File: src/hdl/rct_pkg.sv
`timescale 1ns / 1ps
// ----------------------------------------------------------------------------
// rct_pkg: shared types and constants of the rotation coordinate transform
// Payload structs, register indexes, register reset values and the decoded
// configuration bundle passed from the register file to the datapath.
// ----------------------------------------------------------------------------
package rct_pkg;

   localparam int CsrIndexWidth = 3;
   localparam int CsrDataWidth  = 64;

   // input coordinate width, signed Q12.4
   localparam int CoordWidth    = 16;

   // register indexes on the configuration port
   localparam logic [CsrIndexWidth-1:0] RegFwdRow0    = 3'd0;
   localparam logic [CsrIndexWidth-1:0] RegFwdRow1    = 3'd1;
   localparam logic [CsrIndexWidth-1:0] RegFwdRow2    = 3'd2;
   localparam logic [CsrIndexWidth-1:0] RegInvRow0    = 3'd3;
   localparam logic [CsrIndexWidth-1:0] RegInvRow1    = 3'd4;
   localparam logic [CsrIndexWidth-1:0] RegInvRow2    = 3'd5;
   localparam logic [CsrIndexWidth-1:0] RegSubInverse = 3'd6;
   localparam logic [CsrIndexWidth-1:0] RegModeScale  = 3'd7;

   // reset values: identity matrices, identity sub-inverse, forward mode,
   // scale and reciprocal scale 1.0
   localparam logic [59:0] RowResetX    = 60'h0000_0000_0001_0000;
   localparam logic [59:0] RowResetY    = 60'h0000_0010_0000_0000;
   localparam logic [59:0] RowResetZ    = 60'h100_0000_0000_0000;
   localparam logic [63:0] SubResetVal  = 64'h0100_0000_0000_0100;
   localparam logic [48:0] ModeResetVal = 49'h0_0200_0002_0000;

   typedef struct packed {
      logic signed [CoordWidth-1:0] coord_x;
      logic signed [CoordWidth-1:0] coord_y;
   } req_payload_type;

   typedef struct packed {
      logic signed [31:0] scaled_x;
      logic signed [31:0] scaled_y;
      logic signed [31:0] raw_x;
      logic signed [31:0] raw_y;
      logic signed [31:0] raw_z;
   } rsp_payload_type;

   // decoded configuration, rows hold three Q4.16 entries low to high
   typedef struct packed {
      logic [2:0][59:0] fwd_row;
      logic [2:0][59:0] inv_row;
      logic [63:0]      sub_inverse;
      logic             inverse_mode;
      logic [23:0]      scale;
      logic [23:0]      recip_scale;
   } cfg_type;

endpackage

File: src/hdl/rct_csr.sv
`timescale 1ns / 1ps
// ----------------------------------------------------------------------------
// rct_csr: configuration register file
// Write-only registers for the matrices, the sub-inverse and the mode/scale
// word. Writes are masked to register width; decoded fields go out as a struct.
// ----------------------------------------------------------------------------
module rct_csr (
   input  logic                                 clock,
   input  logic                                 reset,
   input  logic                                 csr_write_enable,
   input  logic [rct_pkg::CsrIndexWidth-1:0]    csr_index,
   input  logic [rct_pkg::CsrDataWidth-1:0]     csr_write_data,
   output rct_pkg::cfg_type                     cfg
);

   logic [2:0][59:0] fwd_row_ff;
   logic [2:0][59:0] inv_row_ff;
   logic [63:0]      sub_ff;
   logic [48:0]      mode_ff;

   always_ff @(posedge clock) begin
      if (reset) begin
         fwd_row_ff[0] <= rct_pkg::RowResetX;
         fwd_row_ff[1] <= rct_pkg::RowResetY;
         fwd_row_ff[2] <= rct_pkg::RowResetZ;
         inv_row_ff[0] <= rct_pkg::RowResetX;
         inv_row_ff[1] <= rct_pkg::RowResetY;
         inv_row_ff[2] <= rct_pkg::RowResetZ;
         sub_ff        <= rct_pkg::SubResetVal;
         mode_ff       <= rct_pkg::ModeResetVal;
      end else if (csr_write_enable) begin
         case (csr_index)
            rct_pkg::RegFwdRow0:    fwd_row_ff[0] <= csr_write_data[59:0];
            rct_pkg::RegFwdRow1:    fwd_row_ff[1] <= csr_write_data[59:0];
            rct_pkg::RegFwdRow2:    fwd_row_ff[2] <= csr_write_data[59:0];
            rct_pkg::RegInvRow0:    inv_row_ff[0] <= csr_write_data[59:0];
            rct_pkg::RegInvRow1:    inv_row_ff[1] <= csr_write_data[59:0];
            rct_pkg::RegInvRow2:    inv_row_ff[2] <= csr_write_data[59:0];
            rct_pkg::RegSubInverse: sub_ff        <= csr_write_data;
            rct_pkg::RegModeScale:  mode_ff       <= csr_write_data[48:0];
            default: begin
            end
         endcase
      end
   end

   always_comb begin
      cfg.fwd_row      = fwd_row_ff;
      cfg.inv_row      = inv_row_ff;
      cfg.sub_inverse  = sub_ff;
      cfg.inverse_mode = mode_ff[0];
      cfg.scale        = mode_ff[24:1];
      cfg.recip_scale  = mode_ff[48:25];
   end

endmodule

File: config.mk
export PLATFORM = sky130hd
export DESIGN_NAME = rct_csr
export DESIGN_NICKNAME = d
export VERILOG_FILES = /design/src/hdl/rct_pkg.sv /design/src/hdl/rct_csr.sv
export SDC_FILE = /design/constraint.sdc
export NUM_CORES = 1
export LEC_CHECK = 0
export BUFFER_PORTS_ARGS = -buffer_cell sky130_fd_sc_hd__buf_4
export CORE_ASPECT_RATIO = 0.8
export CORE_MARGIN = 4
export CORE_UTILIZATION = 32
export DETAILED_ROUTE_END_ITERATION = 7
export PLACE_DENSITY = 0.64
export SLEW_MARGIN = 10
export SYNTH_ARGS = -nofsm -noshare
export SYNTH_HDL_FRONTEND = slang
export SYNTH_SLANG_ARGS = --single-unit
File: constraint.sdc
create_clock -name clock -period 2.14 [get_ports clock]
set_input_delay 0.428 -clock clock [delete_from_list [all_inputs] [get_ports clock]]
set_output_delay 0.428 -clock clock [all_outputs]
set_load 0.02 [all_outputs]
==> out/metrics.csv <==
stage;metric;value;unit
die;die_w;276;um
status;outcome;completed;
timing;final_max_slew_viol_count;0;
power_and_ir_drop;p_per_area;790;mW/mm2
clock_tree;cts_sinks;473;
critical_path;r2r_start;sub_ff[60];
routing;vias;13300;
hold_path;hold_end;mode_ff[17];
yosys;synth.avg_cell_area;11.0;um2
clock_tree;cts.htree.levels;2;
critical_path;crit_path_top_delay_cell;dfxtp_1;
critical_path;critPathArrivalTime;1.23;ns
die;floorplan.io_pins;543;
timing;finClkSkew;0;ns
layout;syn_to_final_growth;36.1;%
yosys;synth.area.top_cells;dfxtp_1, mux2i_1, nand2b_1;
yosys;synthTopCellsByCount;nand2b_1, dfxtp_1, mux2i_1;
power_and_ir_drop;seqPwrFrac;0.462;
grt;grt_util_all_layers;0.183;
timing;fmax;602;MHz
critical_path;cp-start-kind;register;
grt;first_global_vias;13700;
clock_tree;cts_tree;built;
power_and_ir_drop;ir_drop;0.000487;V
clock_tree;cts-hold-fix-buffers;0;
place;gp_congestion;0.802;
routing;detail-route-antenna-nets;0;
yosys;synth_seq_cells;473;
routing;wl_per_cell;19.9;um
layout;instances_no_fill;2937;
power_and_ir_drop;p_int;15.1;mW
clock_tree;post_cts_buffers;0;
yosys;async_reset_ff_frac;0;
critical_path;critical_path.top_delay_family;flip-flops;
yosys;synth_top_area_cell;dfxtp_1;
routing;avgViaCountPerCell;4.51;
die;die_h;222;um
routing;post-route-drc-count;0;
power_and_ir_drop;combPwrFrac;0.083;
yosys;synth_top_cell_area_share;0.516;
clock_tree;root_buffer;clkbuf_16;
yosys;yosys.cell_count.top_type;nand2b_1;
timing;fin_setup_tns;0;ns
critical_path;worstRegToRegCells;2;
clock_tree;clk_latency;0.57;ns
yosys;syn-cell-area;0.0183;mm2
layout;drive_gt1_frac;0.310;
hold_path;hold_depth;3;
critical_path;critPathMaxStageDelay;0.46;ns
layout;n_antenna_cell;0;
place;dp.cells;2854;
yosys;synth_edf_count;0;
critical_path;worstSetupPathType;reg2out;
critical_path;critical_path.cell_chain;buf_4;
die;core_area;0.0567;mm2
die;initial_core_util;0.323;
routing;drtPass1Iterations;4;
timing;hold_violations;0;
clock_tree;cts_resized;0;
timing;period_minus_slack;1.66;ns
critical_path;crit_path_max_fanout;2;
timing;rsz0062_at_grt;no;
grt;grt_pass1_wl;87000;um
grt;grt_max_degree;63;
clock_tree;cts_buffers;49;
timing;max-slew-margin-rel;0.638;
layout;nNetsFinal;2215;
die;dieArea;0.0612;mm2
critical_path;required;1.71;ns
critical_path;r2r_end;sub_ff[60];
place;port_buffers;542;
die;rows;78;
yosys;synth_cell_types;16;
timing;worst_pin_slew;0.542;ns
hold_path;hold_path_class;in2reg;
power_and_ir_drop;switching_share;0.234;
yosys;ys.flop_type;dfxtp_1;
grt;grt_antenna_before_repair;1;
hold_path;min_from;csr_write_data[17];
yosys;synth_nets;1732;
grt;grt.overflow.total;0;
place;dpl.hpwl;41100;um
clock_tree;clkSlewWorstSetupHoldPaths;0.06;ns
yosys;seq_area_frac_synth;0.516;
timing;period_share;0.776;
routing;drt-initial-drc-count;607;
power_and_ir_drop;power.switching;4.61;mW
yosys;synth_warnings;0;
clock_tree;cts_max_path_buffers;3;
power_and_ir_drop;p_clk_frac;0.455;
run;cap_violations;0;
critical_path;critical_path_buf_inv_count;1;
power_and_ir_drop;p_leak;12.7;nW
yosys;synth_cells;1662;
critical_path;critPathCaptureType;primary output;
routing;wl;58400;um
timing;setup_viol;0;
critical_path;rrSetupSlack;1.41;ns
## cell families after synthesis
group	after synthesis	synth area share
and+or+nand+nor	554	0.189
muxes	473	0.258
buffers and inverters	162	0.0368
DFF	473	0.516
## cells in the final DEF (no fill, tap or decap), drive strengths merged, types with 2 or more instances in the layout
cell type,count
buf,594
bufinv,7
clkbuf,66
clkinv,6
clkinvlp,2
dfxtp,473
inv,2
mux2i,473
nand2b,527
nand4b,3
nand4bb,3
nor2,16
## worst max path at each step
stage                       startpoint  cells past startpoint       end
after global placement    csr_index[2]                      4  cfg[445]
after global routing        sub_ff[60]                      1  cfg[109]
after detailed placement  csr_index[2]                      4  cfg[443]
after floorplan           csr_index[2]                      5  cfg[343]
after CTS                   sub_ff[60]                      1  cfg[109]
final                       sub_ff[60]                      1  cfg[109]
## tightest hold or removal path: cells and delay by family
family	cells	cell delay, ns
buf+inv	1	0.08
mux	1	0.11
simple gates	1	0.04
## stage by stage
stage / total power [mW] / area [um2] / worst slack (ns) / hold slack, ns / util
3_5_place_dp: 11.0 / 23300 / 0.265 / 0.464 / 0.411
4_1_cts: 20.0 / 25000 / 0.453 / 0.0756 / 0.440
3_3_place_gp: 10.9 / 23300 / 0.295 / 0.460 / 0.411
6_report: 19.7 / 25000 / 0.478 / 0.122 / 0.440
2_1_floorplan: 10.2 / 18300 / 0.535 / 0.546 / -
5_1_grt: 20.4 / 25000 / 0.453 / 0.101 / 0.440
## cell type report
class | count | area (um2)
clock buffers | 66 | 1390
flip-flops and latches | 473 | 9470
well taps | 760 | 951
fillers | 5350 | 31700
multi-input cells | 1027 | 8270
repair buffers | 594 | 4600
clock inverters | 17 | 280
## registers in the layout (all words and copies together) (netlist names)
register,flops
mode_ff,49
cfg,360
sub_ff,64
## metal layers
metal,global-route usage,share of wire,vias to the layer above
li1,-,-,6390
met1,0.233,0.43,6454
met2,0.306,0.48,349
met3,0.0558,0.075,60
met4,0.0396,0.016,2
met5,0,0.00021,-
## power groups by stage
stage | registers [mW] | clock network (mW) | logic (mW)
floorplan | 9.53 | 0 | 0.704
global placement | 9.30 | 0 | 1.64
detailed placement | 9.31 | 0 | 1.66
CTS | 9.12 | 9.20 | 1.66
global route | 9.13 | 9.54 | 1.74
finish | 9.12 | 8.96 | 1.64
(Power assumes the default switching activity.)
